File: src/rtl/tas_pkg.sv
// Shared types, codes and constants of the threshold alarm block.
package tas_pkg;

  localparam int KEY_W       = 18;
  localparam int TIME_W      = 48;
  localparam int HOLD_W      = 32;
  localparam int VAL_W       = 16;
  localparam int CFG_IDX_W   = 3;
  localparam int DEF_ENTRIES = 16;

  localparam logic [TIME_W-1:0] TIME_MAX = {TIME_W{1'b1}};

  // command codes
  localparam logic [1:0] CMD_CHECK    = 2'd0;
  localparam logic [1:0] CMD_SUPPRESS = 2'd1;
  localparam logic [1:0] CMD_TICK     = 2'd2;

  // alarm kinds
  localparam logic [1:0] KIND_CAV   = 2'd0;
  localparam logic [1:0] KIND_VIB   = 2'd1;
  localparam logic [1:0] KIND_LIFE  = 2'd2;
  localparam logic [1:0] KIND_FAULT = 2'd3;

  // alarm levels
  localparam logic [1:0] LVL_WARNING   = 2'd0;
  localparam logic [1:0] LVL_CRITICAL  = 2'd1;
  localparam logic [1:0] LVL_EMERGENCY = 2'd2;

  // configuration register indexes
  localparam logic [CFG_IDX_W-1:0] CFG_CAV_WARN = 3'd0;
  localparam logic [CFG_IDX_W-1:0] CFG_CAV_CRIT = 3'd1;
  localparam logic [CFG_IDX_W-1:0] CFG_VIB_WARN = 3'd2;
  localparam logic [CFG_IDX_W-1:0] CFG_VIB_CRIT = 3'd3;
  localparam logic [CFG_IDX_W-1:0] CFG_DMG_LIM  = 3'd4;

  typedef struct packed {
    logic [VAL_W-1:0] cav_warn;
    logic [VAL_W-1:0] cav_crit;
    logic [VAL_W-1:0] vib_warn;
    logic [VAL_W-1:0] vib_crit;
    logic [VAL_W-1:0] dmg_lim;
  } tas_thr_t;

  typedef struct packed {
    logic [KEY_W-1:0]  key;
    logic [TIME_W-1:0] expiry;
  } tas_entry_t;

  typedef struct packed {
    logic             alarm_raised;
    logic [1:0]       level;
    logic [1:0]       alarm_kind;
    logic [7:0]       alarm_unit;
    logic [7:0]       alarm_blade;
    logic [VAL_W-1:0] crossed_threshold;
    logic [VAL_W-1:0] measured_out;
    logic             was_suppressed;
    logic             table_full;
  } tas_result_t;

  function automatic logic [KEY_W-1:0] make_key(input logic [7:0] unit,
                                                input logic [7:0] blade,
                                                input logic [1:0] kind);
    return {unit, blade, kind};
  endfunction

endpackage

File: src/rtl/threshold_alarm_with_suppression.sv
// Top level: configuration registers, sequencer and suppression table.
//
// Command channel: an item is taken at a rising edge where start is high and
// busy is low. cmd selects check (0), suppress (1) or a millisecond tick (2).
// Each item gives exactly one result, shown on the out_ ports for one cycle
// with out_strobe high; the receiver takes it at the edge ending that cycle
// and has no way to hold it off.
// Check and suppress scan the suppression table one entry a cycle through a
// single key/expiry comparator; the table read is registered. After the scan
// the sequencer passes a wait state and a done state, and the strobe is
// registered from the done state; no new item is taken until it is back idle.
// Tick and unknown commands skip the scan and go straight to the done state.
// busy is high from the accept edge until the result is issued.
// Configuration: cfg_we with cfg_index and cfg_data writes a threshold at the
// next edge; write only while no item is in flight. Unknown indexes are ignored.
// Reset (synchronous, rst_n low) sets all thresholds to 65535, clears the
// table's valid bits and the millisecond clock; no clearing pass is needed.
module threshold_alarm_with_suppression #(
  parameter int SUPPRESS_ENTRIES = tas_pkg::DEF_ENTRIES
) (
  input  logic                          clk,
  input  logic                          rst_n,
  input  logic                          start,
  output logic                          busy,
  input  logic [1:0]                    in_cmd,
  input  logic [7:0]                    in_unit_id,
  input  logic [7:0]                    in_blade_no,
  input  logic [1:0]                    in_alarm_type,
  input  logic [tas_pkg::VAL_W-1:0]     in_sample_value,
  input  logic [tas_pkg::HOLD_W-1:0]    in_hold_ms,
  output logic                          out_strobe,
  output logic                          out_alarm_raised,
  output logic [1:0]                    out_alarm_level,
  output logic [1:0]                    out_alarm_kind,
  output logic [7:0]                    out_alarm_unit,
  output logic [7:0]                    out_alarm_blade,
  output logic [tas_pkg::VAL_W-1:0]     out_crossed_threshold,
  output logic [tas_pkg::VAL_W-1:0]     out_measured_out,
  output logic                          out_was_suppressed,
  output logic                          out_table_full,
  input  logic                          cfg_we,
  input  logic [tas_pkg::CFG_IDX_W-1:0] cfg_index,
  input  logic [tas_pkg::VAL_W-1:0]     cfg_data
);

  localparam int IDX_W = (SUPPRESS_ENTRIES > 1) ? $clog2(SUPPRESS_ENTRIES) : 1;

  tas_pkg::tas_thr_t    thr_r;
  tas_pkg::tas_entry_t  rd_entry;
  tas_pkg::tas_entry_t  wr_entry;
  tas_pkg::tas_result_t res;
  logic [IDX_W-1:0]     rd_addr;
  logic [IDX_W-1:0]     wr_addr;
  logic                 rd_valid;
  logic                 wr_en;

  always_ff @(posedge clk) begin
    if (!rst_n) begin
      thr_r.cav_warn <= '1;
      thr_r.cav_crit <= '1;
      thr_r.vib_warn <= '1;
      thr_r.vib_crit <= '1;
      thr_r.dmg_lim  <= '1;
    end else if (cfg_we) begin
      case (cfg_index)
        tas_pkg::CFG_CAV_WARN: thr_r.cav_warn <= cfg_data;
        tas_pkg::CFG_CAV_CRIT: thr_r.cav_crit <= cfg_data;
        tas_pkg::CFG_VIB_WARN: thr_r.vib_warn <= cfg_data;
        tas_pkg::CFG_VIB_CRIT: thr_r.vib_crit <= cfg_data;
        tas_pkg::CFG_DMG_LIM:  thr_r.dmg_lim  <= cfg_data;
        default: begin
        end
      endcase
    end
  end

  tas_ctrl #(
    .ENTRIES (SUPPRESS_ENTRIES)
  ) u_ctrl (
    .clk          (clk),
    .rst_n        (rst_n),
    .start        (start),
    .busy         (busy),
    .cmd          (in_cmd),
    .unit_id      (in_unit_id),
    .blade_no     (in_blade_no),
    .kind_code    (in_alarm_type),
    .sample_value (in_sample_value),
    .hold_ms      (in_hold_ms),
    .thr          (thr_r),
    .rd_addr      (rd_addr),
    .rd_valid     (rd_valid),
    .rd_entry     (rd_entry),
    .wr_en        (wr_en),
    .wr_addr      (wr_addr),
    .wr_entry     (wr_entry),
    .res          (res),
    .res_strobe   (out_strobe)
  );

  tas_table #(
    .ENTRIES (SUPPRESS_ENTRIES)
  ) u_table (
    .clk      (clk),
    .rst_n    (rst_n),
    .rd_addr  (rd_addr),
    .rd_valid (rd_valid),
    .rd_entry (rd_entry),
    .wr_en    (wr_en),
    .wr_addr  (wr_addr),
    .wr_entry (wr_entry)
  );

  assign out_alarm_raised      = res.alarm_raised;
  assign out_alarm_level       = res.level;
  assign out_alarm_kind        = res.alarm_kind;
  assign out_alarm_unit        = res.alarm_unit;
  assign out_alarm_blade       = res.alarm_blade;
  assign out_crossed_threshold = res.crossed_threshold;
  assign out_measured_out      = res.measured_out;
  assign out_was_suppressed    = res.was_suppressed;
  assign out_table_full        = res.table_full;

endmodule

File: src/rtl/tas_table.sv
// Suppression table: key/expiry memory with registered read and per-entry valid bits.
module tas_table #(
  parameter int ENTRIES = tas_pkg::DEF_ENTRIES,
  localparam int IDX_W = (ENTRIES > 1) ? $clog2(ENTRIES) : 1
) (
  input  logic                clk,
  input  logic                rst_n,
  input  logic [IDX_W-1:0]    rd_addr,
  output logic                rd_valid,
  output tas_pkg::tas_entry_t rd_entry,
  input  logic                wr_en,
  input  logic [IDX_W-1:0]    wr_addr,
  input  tas_pkg::tas_entry_t wr_entry
);

  tas_pkg::tas_entry_t mem_r [ENTRIES];
  tas_pkg::tas_entry_t rd_entry_r;
  logic [ENTRIES-1:0]  valid_r;
  logic                rd_valid_r;

  always_ff @(posedge clk) begin
    if (!rst_n) begin
      valid_r    <= '0;
      rd_valid_r <= 1'b0;
    end else begin
      if (wr_en) begin
        valid_r[wr_addr] <= 1'b1;
      end
      rd_valid_r <= valid_r[rd_addr];
    end
  end

  always_ff @(posedge clk) begin
    if (wr_en) begin
      mem_r[wr_addr] <= wr_entry;
    end
    rd_entry_r <= mem_r[rd_addr];
  end

  assign rd_valid = rd_valid_r;
  assign rd_entry = rd_entry_r;

endmodule

File: src/rtl/tas_ctrl.sv
// Sequencer: scans the table through one shared key/expiry compare, then forms the result.
module tas_ctrl #(
  parameter int ENTRIES = tas_pkg::DEF_ENTRIES,
  localparam int IDX_W = (ENTRIES > 1) ? $clog2(ENTRIES) : 1
) (
  input  logic                       clk,
  input  logic                       rst_n,
  input  logic                       start,
  output logic                       busy,
  input  logic [1:0]                 cmd,
  input  logic [7:0]                 unit_id,
  input  logic [7:0]                 blade_no,
  input  logic [1:0]                 kind_code,
  input  logic [tas_pkg::VAL_W-1:0]  sample_value,
  input  logic [tas_pkg::HOLD_W-1:0] hold_ms,
  input  tas_pkg::tas_thr_t          thr,
  output logic [IDX_W-1:0]           rd_addr,
  input  logic                       rd_valid,
  input  tas_pkg::tas_entry_t        rd_entry,
  output logic                       wr_en,
  output logic [IDX_W-1:0]           wr_addr,
  output tas_pkg::tas_entry_t        wr_entry,
  output tas_pkg::tas_result_t       res,
  output logic                       res_strobe
);

  localparam logic [1:0] ST_IDLE = 2'd0;
  localparam logic [1:0] ST_SCAN = 2'd1;
  localparam logic [1:0] ST_WAIT = 2'd2;
  localparam logic [1:0] ST_DONE = 2'd3;

  localparam logic [IDX_W-1:0] LAST_IDX = IDX_W'(ENTRIES - 1);

  logic [1:0]                  state_r;
  logic [IDX_W-1:0]            addr_r;
  logic                        pend_r;
  logic [IDX_W-1:0]            pidx_r;
  logic [1:0]                  cmd_r;
  logic [7:0]                  unit_r;
  logic [7:0]                  blade_r;
  logic [1:0]                  kind_r;
  logic [tas_pkg::VAL_W-1:0]   val_r;
  logic [tas_pkg::HOLD_W-1:0]  hold_r;
  logic [tas_pkg::TIME_W-1:0]  now_r;
  logic                        hit_r;
  logic                        km_found_r;
  logic [IDX_W-1:0]            km_idx_r;
  logic                        fr_found_r;
  logic [IDX_W-1:0]            fr_idx_r;
  tas_pkg::tas_result_t        res_r;
  tas_pkg::tas_result_t        res_nxt;
  logic                        strobe_r;

  logic                        accept;
  logic                        done;
  logic [tas_pkg::KEY_W-1:0]   key;
  logic                        live;
  logic                        keq;
  logic [tas_pkg::TIME_W:0]    exp_sum;
  logic [tas_pkg::TIME_W-1:0]  exp_sat;
  logic                        slot_ok;
  logic [tas_pkg::VAL_W-1:0]   warn;
  logic [tas_pkg::VAL_W-1:0]   crit;

  assign accept = start && (state_r == ST_IDLE);
  assign done   = (state_r == ST_DONE);
  assign busy   = (state_r != ST_IDLE);

  assign key  = tas_pkg::make_key(unit_r, blade_r, kind_r);
  // shared compare unit: one entry per cycle
  assign live = rd_valid && (rd_entry.expiry > now_r);
  assign keq  = (rd_entry.key == key);

  assign exp_sum = {1'b0, now_r} + {{(tas_pkg::TIME_W + 1 - tas_pkg::HOLD_W){1'b0}}, hold_r};
  assign exp_sat = exp_sum[tas_pkg::TIME_W] ? tas_pkg::TIME_MAX
                                            : exp_sum[tas_pkg::TIME_W-1:0];

  // an entry with the same key wins over a free one
  assign slot_ok         = km_found_r || fr_found_r;
  assign rd_addr         = addr_r;
  assign wr_en           = done && (cmd_r == tas_pkg::CMD_SUPPRESS) && slot_ok;
  assign wr_addr         = km_found_r ? km_idx_r : fr_idx_r;
  assign wr_entry.key    = key;
  assign wr_entry.expiry = exp_sat;

  assign warn = (kind_r == tas_pkg::KIND_CAV) ? thr.cav_warn : thr.vib_warn;
  assign crit = (kind_r == tas_pkg::KIND_CAV) ? thr.cav_crit : thr.vib_crit;

  always_comb begin
    res_nxt = '0;
    case (cmd_r)
      tas_pkg::CMD_CHECK: begin
        res_nxt.alarm_kind   = kind_r;
        res_nxt.alarm_unit   = unit_r;
        res_nxt.alarm_blade  = blade_r;
        res_nxt.measured_out = val_r;
        if (hit_r) begin
          res_nxt.was_suppressed = 1'b1;
        end else begin
          case (kind_r)
            tas_pkg::KIND_CAV, tas_pkg::KIND_VIB: begin
              if (val_r >= warn) begin
                res_nxt.alarm_raised = 1'b1;
                if (val_r >= crit) begin
                  res_nxt.level             = tas_pkg::LVL_EMERGENCY;
                  res_nxt.crossed_threshold = crit;
                end else begin
                  res_nxt.level             = tas_pkg::LVL_CRITICAL;
                  res_nxt.crossed_threshold = warn;
                end
              end
            end
            tas_pkg::KIND_LIFE: begin
              if (val_r >= thr.dmg_lim) begin
                res_nxt.alarm_raised      = 1'b1;
                res_nxt.level             = tas_pkg::LVL_CRITICAL;
                res_nxt.crossed_threshold = thr.dmg_lim;
              end
            end
            default: begin
              // sensor fault never alarms
            end
          endcase
        end
      end
      tas_pkg::CMD_SUPPRESS: begin
        res_nxt.table_full = !slot_ok;
      end
      default: begin
      end
    endcase
  end

  always_ff @(posedge clk) begin
    if (!rst_n) begin
      state_r  <= ST_IDLE;
      addr_r   <= '0;
      pend_r   <= 1'b0;
      strobe_r <= 1'b0;
      now_r    <= '0;
    end else begin
      pend_r   <= (state_r == ST_SCAN);
      strobe_r <= done;
      case (state_r)
        ST_IDLE: begin
          if (accept) begin
            addr_r <= '0;
            if (cmd == tas_pkg::CMD_CHECK || cmd == tas_pkg::CMD_SUPPRESS) begin
              state_r <= ST_SCAN;
            end else begin
              state_r <= ST_DONE;
            end
          end
        end
        ST_SCAN: begin
          if (addr_r == LAST_IDX) begin
            state_r <= ST_WAIT;
          end else begin
            addr_r <= addr_r + 1'b1;
          end
        end
        ST_WAIT: begin
          state_r <= ST_DONE;
        end
        default: begin
          state_r <= ST_IDLE;
          if (cmd_r == tas_pkg::CMD_TICK && now_r != tas_pkg::TIME_MAX) begin
            now_r <= now_r + 1'b1;
          end
        end
      endcase
    end
  end

  always_ff @(posedge clk) begin
    pidx_r <= addr_r;
    if (accept) begin
      cmd_r      <= cmd;
      unit_r     <= unit_id;
      blade_r    <= blade_no;
      kind_r     <= kind_code;
      val_r      <= sample_value;
      hold_r     <= hold_ms;
      hit_r      <= 1'b0;
      km_found_r <= 1'b0;
      fr_found_r <= 1'b0;
      km_idx_r   <= '0;
      fr_idx_r   <= '0;
    end else if (pend_r) begin
      if (live && keq) begin
        hit_r <= 1'b1;
      end
      if (!km_found_r && rd_valid && keq) begin
        km_found_r <= 1'b1;
        km_idx_r   <= pidx_r;
      end
      if (!fr_found_r && !live) begin
        fr_found_r <= 1'b1;
        fr_idx_r   <= pidx_r;
      end
    end
    if (done) begin
      res_r <= res_nxt;
    end
  end

  assign res        = res_r;
  assign res_strobe = strobe_r;

endmodule

File: config.mk
export PLATFORM = sky130hd
export DESIGN_NAME = threshold_alarm_with_suppression
export DESIGN_NICKNAME = d
export VERILOG_FILES = /design/src/rtl/tas_pkg.sv /design/src/rtl/threshold_alarm_with_suppression.sv /design/src/rtl/tas_table.sv /design/src/rtl/tas_ctrl.sv
export SDC_FILE = /design/constraint.sdc
export NUM_CORES = 2
export LEC_CHECK = 0
export BUFFER_PORTS_ARGS = -buffer_cell sky130_fd_sc_hd__buf_2
export CORE_UTILIZATION = 59
export DETAILED_ROUTE_END_ITERATION = 8
export PLACE_DENSITY = 0.86
export SETUP_SLACK_MARGIN = 0.05
export SYNTH_ARGS = -nofsm -noshare
export SYNTH_HDL_FRONTEND = slang
export SYNTH_SLANG_ARGS = --single-unit
File: constraint.sdc
create_clock -name clk -period 15.9 [get_ports clk]
set_clock_uncertainty 0.2 [all_clocks]
set_input_delay 3.18 -clock clk [delete_from_list [all_inputs] [get_ports clk]]
set_output_delay 3.18 -clock clk [all_outputs]
set_load 0.02 [all_outputs]
# Word-level counts from Yosys, hierarchy flattened
# Memory sizes are Yosys's and may differ from the RTL's. A register that Yosys moved wholly into a read port is not among the register bits.
# Cells that the tools add are included.
[totals]
register_bits = 291
latchBits = 0
ram_bits = 1056
romBits = 0
in_bits = 91
output_inout_bits = 57
wordCells = 128
mem_count = 1
[classes]
add_sub_neg = 3
mul = 0
div_mod_pow = 0
magnitude_cmp = 7
eq_ne = 18
shifts = 0
mux = 26
bitwise = 3
n_reduce_logical = 37
[mem_list]
columns = ["name", "depth", "word_bits", "read_ports", "rd_ports_with_merged_regs", "wr", "line", "rtl"]
rows = [
  ["u_table.mem_r", 16, 66, 1, 1, 1, "tas_table.sv:16", "tas_pkg::tas_entry_t mem_r [ENTRIES];"],
]
[ops]
columns = ["operator", "count"]
rows = [
  ["16-bit two-way mux", 5],
  ["48-bit by 32-bit adder with 49-bit output", 1],
  ["48-bit by 1-bit adder with 48-bit output (second input constant)", 1],
  ["16-bit >= comparator", 3],
  ["48-bit greater-than comparator", 1],
  ["48-bit two-way mux", 1],
  ["48-bit != test (second input constant)", 1],
  ["16-bit one-hot mux with 2 select lines", 1],
  ["2-bit AND reduction", 10],
  ["18-bit == test", 1],
  ["16-bit OR", 1],
  ["4-bit two-way mux", 3],
  ["1-bit logical AND", 10],
  ["4-bit by 5-bit < comparator with 1-bit output (second input constant)", 2],
  ["2-bit by 1-bit == test with 1-bit output (second input constant)", 4],
  ["2-bit == test (second input constant)", 4],
  ["2-bit zero test", 4],
  ["2-bit two-way mux", 4],
  ["4-bit one-hot mux with 2 select lines", 1],
  ["3-bit by 2-bit == test with 1-bit output (second input constant)", 2],
  ["3-bit two-way mux", 2],
  ["2-bit one-hot mux with 3 select lines", 1],
  ["3-bit one-hot mux with 2 select lines", 1],
  ["1-bit two-way mux", 5],
  ["other kinds (17)", 25],
]

# Depth between registers and ports, before layout
[depth]
word_depth = 6
mapped_depth = 13

# Cells and area by module
# Synthesis repeated with hierarchy kept, for this count alone.
[hier_totals]
hier_cells = 3346
area_unflattened_um2 = 57346.2
[by_module_without_submodules]
columns = ["module", "instances", "cells_per_inst", "area_each_um2"]
rows = [
  ["tas_table", 1, 1751, 41408.5],
  ["tas_ctrl", 1, 1313, 12753.5],
  ["threshold_alarm_with_suppression", 1, 282, 3184.3],
]

# Worst setup path after synthesis
# No wires, ideal clock.
[synth_timing]
kind = "in2reg"
start = "input start"
end = "register u_ctrl.blade_r[0], enable pin"
setup_time_ns = 0.459
arrival_ns = 5.388
path_slack_ns = 9.853
path_stages = 3
path_buffers = 1
path_cell_list = "nand2_1 -> inv_1 -> clkbuf_1"
[synth_between]
elab_chain_len = 1
[synth_lines]
columns = ["element", "line", "rtl"]
rows = [
  ["start: declaration", "threshold_alarm_with_suppression.sv:23", "input logic start,"],
  ["1-bit logical AND", "tas_ctrl.sv:65", "assign accept = start && (state_r == ST_IDLE);"],
  ["named net u_ctrl.accept", "tas_ctrl.sv:54", "logic accept;"],
  ["end signal: assignment", "tas_ctrl.sv:180", "blade_r <= blade_no;"],
  ["end: declaration", "tas_ctrl.sv:40", "logic [7:0] blade_r;"],
]
# The timed path passes the listed nets, and every way through them passes these cells.
# A chain may end at the register's enable or synchronous reset.

# Final worst setup path
[layout_timing]
start = "register u_ctrl.state_r[0]"
end = "output busy"
[layout_between]
elab_chain_len = 1
[layout_lines]
columns = ["element", "line", "rtl"]
rows = [
  ["start: declaration", "tas_ctrl.sv:34", "logic [1:0] state_r;"],
  ["start signal: assignment", "tas_ctrl.sv:136", "state_r <= ST_IDLE;"],
  ["start signal: assignment", "tas_ctrl.sv:149", "state_r <= ST_SCAN;"],
  ["start signal: assignment", "tas_ctrl.sv:151", "state_r <= ST_DONE;"],
  ["2-bit nonzero test", "tas_ctrl.sv:67", "assign busy = (state_r != ST_IDLE);"],
  ["end: declaration", "threshold_alarm_with_suppression.sv:24", "output logic busy,"],
]
# Every way passes these cells.

==> results.md <==
- Synth Area per Inst: roughly 18 um^2
- Total negative slack: 0 ps
- Post-CTS Setup Inserts: 0
- DIE WIDTH: between 300 and 400 um
- Largest family of logic cells by synthesized area: multiplexers
- Core area: 95200 um^2
- Distinct cells, synth: 71
- Compound-cell area share of the yosys netlist: roughly 3.2%
- CP max-delay cell: dfxtp_1
- Lkg Pwr: ~21 nW
- Worst Setup End Kind: output pin
- Root Buffer: clkbuf_16
- Slew @ Worst Pin: ~1300 ps
- IO Pins: roughly 150
- Number of max-cap violations: 0
- DR iter-0 viols: ~4500
- Top-area cell type share of the netlist area: between 60 and 70%
- Crit-path max FO: 5
- # hold bufs at CTS: 0
- FP Rows: between 100 and 150
- CTS tree: yes
- Fmax: 190 MHz
- Top cell family by delay on the critical path: buffers and inverters
- Initial core utilization: approximately three fifths
- Rel. slew slack: approximately 11%
- RSZ-0062 raised after global routing: false
- Clk slew on worst S/H paths: about 60 ps
- Final #Nets: approximately 3600
- GR Util All Layers: between 20% and 30%
- Adder-cell share of the synthesized area: 2.99%
- First-pass GRT wire length: approximately 210000 um
- Fraction of registers with async set/reset: 0%
- Fraction of layout cells with a size suffix above 1: 22.4%
- Final WL: approximately 140000 um
- Top cells by count, synth: edfxtp_1, mux4_2, nand2_1
- Pwr/cell area: 136 nW/um^2
- Initial antenna violation count: 2
- Dominant synthesized flop cell: edfxtp_1
- Crit-path cells: inv_1 -> ha_1 -> inv_1 -> buf_2
- Sequential fraction of the synthesis area: a little over two thirds
- Antenna Violating Nets Remaining: 0
- Yosys top cell by area: edfxtp_1
- PostCTS Resize Cnt: 0
- Vias: around 32000
- 1st-pass router iterations: 7
- Mux contribution to synthesized area: 14.4%
- Max IR drop VDD: between 100 and 150 uV
- Clock Sinks: around 1400
- Fin Hold WS: 272 ps
- Status: finished clean
- Max stage delay on crit path: approximately 410 ps
- Most common cell in the synthesized netlist: edfxtp_1
- Simple-Gate Fraction of Synth Area: 5.79%
- Vias/cell: between 6 and 7
- H-tree levels: 4
- DRC viols: 0
- Port Buffers: about 150
- Grt total ovfl: 0
- Post-Syn Nets: between 3000 and 4000
- Number of global-route vias before repair: 31900
- CP Buf/Inv Count: 3
- Cell repeated most along the worst path: inv_1
- Post-Synth XOR/XNOR Area: 1.39%
- Die H: about 310 um
- Cell count after synthesis: 3209
- Max-slew violations: 0
- Hpwl dp: roughly 76000 um
- Cell area after synthesis: 56700 um^2
- Critical Path AT: between 1500 and 2000 ps
- Worst path required time: ~13000 ps
- Clk buf depth: 3
- Cts bufs inserted: about 140
- Final Cycle Share: ~33%
- Largest net degree at the start of global routing: 93
- Yosys warnings: 0
- # setup viols final: 0
- Critical Path Source Type: register
- Post-synth EDFFs: 1179
- Tmin final: ~5300 ps
- Hold WC Path Type: register to register
- Clk_lat worst skew: 770 ps
- Crit Path Category: register to output pin
- GP Congestion: 0.920
- WL/cell: 29.5 um
- Seq cells post-synth: around 1400
- Area delta synth->final: 12.3%
- DIE AREA: just under 100000 um^2
- Synth area leaders: edfxtp_1, mux4_2, dfxtp_1, ha_1, nand2_1
- Final Hold Fails: 0
power breakdown:
part / leakage (nW) / internal [W] / switching (W)
Combinational: 6.35 / 0.000486 / 0.000532
Sequential: 12.2 / 0.00418 / 0.000135
Clock: 2.23 / 0.00191 / 0.00142
Total: 20.8 / 0.00658 / 0.00209
metal layers:
| layer | share of wire, % | vias up | global-route usage (%) |
|---|---|---|---|
| li1 | - | 13100 | - |
| met1 | 36 | 16300 | 39.3 |
| met2 | 49 | 2199 | 47.8 |
| met3 | 10 | 384 | 5.56 |
| met4 | 4.0 | 0 | 12.5 |
| met5 | 0 | - | 0 |
tightest hold or removal path: stages, from the launching register on:
cell     delay (ps)
dfxtp_1         310
nand2_1          50
nand3_1          60
cell families after synthesis:
kind of cell             Yosys count
flip-flops                      1413
XOR/XNOR                          90
buffers and inverters            223
adder cells (fa/ha/maj)          135
AO/OA/AOI/OAI                    281
AND/OR/NAND/NOR                  668
multiplexers                     399
sequential cells by signal, indices dropped and copies added (netlist names), 8 cells and up:
name	cells
thr_r	80
u_table.mem_r	1056
u_table.rd_entry	66
u_ctrl.hold_r	32
u_ctrl.now_r	48
u_table.valid_r	16
u_ctrl.blade_r	8
u_ctrl.res	55
u_ctrl.val_r	16
u_ctrl.unit_r	8
per-stage QoR:
step           cells  power [W]  utilization [%]  setup WS (ps)  instance area [um^2]
2_1_floorplan   3209    0.00511                -           9850                 56700
3_3_place_gp    4534    0.00536             62.1          10630                 59100
3_5_place_dp    4534    0.00539             62.1          10600                 59100
4_1_cts         4787    0.00869             67.0          10470                 63700
5_1_grt         4787    0.00892             67.0          10190                 63700
6_report        4788    0.00866             67.0          10630                 63700
placed cells by master, fill, tap and decap left out, drive strengths merged, types with 12 or more instances in the layout:
cell / instances
or3: 18
dfxtp: 234
nand2: 239
a22o: 15
nand3: 110
mux4: 335
xnor2: 60
edfxtp: 1179
bufinv: 12
a21o: 29
clkinv: 32
nor2b: 12
o21a: 25
clkbuf: 193
nor3: 30
mux2i: 57
ha: 134
and2: 77
o21ai: 58
xor2: 30
buf: 201
and3: 14
nor4: 17
o211ai: 19
a21oi: 76
nand4: 33
nand2b: 12
nor2: 83
inv: 90
final timing paths:
kind / slack [ps] / cells after the start / startpoint / end
min: 270 / 2 / thr_r[21]$_SDFFE_PN1P_ / thr_r[21]$_SDFFE_PN1P_
max: 10630 / 4 / u_ctrl.state_r[0]$_SDFFE_PN0P_ / busy
max reg2reg: 10720 / 5 / u_ctrl.rd_addr[0]$_SDFFE_PN0P_ / u_table.rd_entry[22]$_DFF_P_
min reg2reg: 270 / 2 / thr_r[21]$_SDFFE_PN1P_ / thr_r[21]$_SDFFE_PN1P_
final cells by class:
cell class | instances | area [um^2]
well taps | 1265 | 1580
flip-flops and latches | 1413 | 40100
clock buffers | 193 | 3850
diodes | 1 | 2.50
clock inverters | 60 | 768
fillers | 5712 | 31400
multi-input cells | 1573 | 16000
inverters | 82 | 310
repair buffers | 201 | 1140
Note: power is estimated with default switching activity, not from simulation.
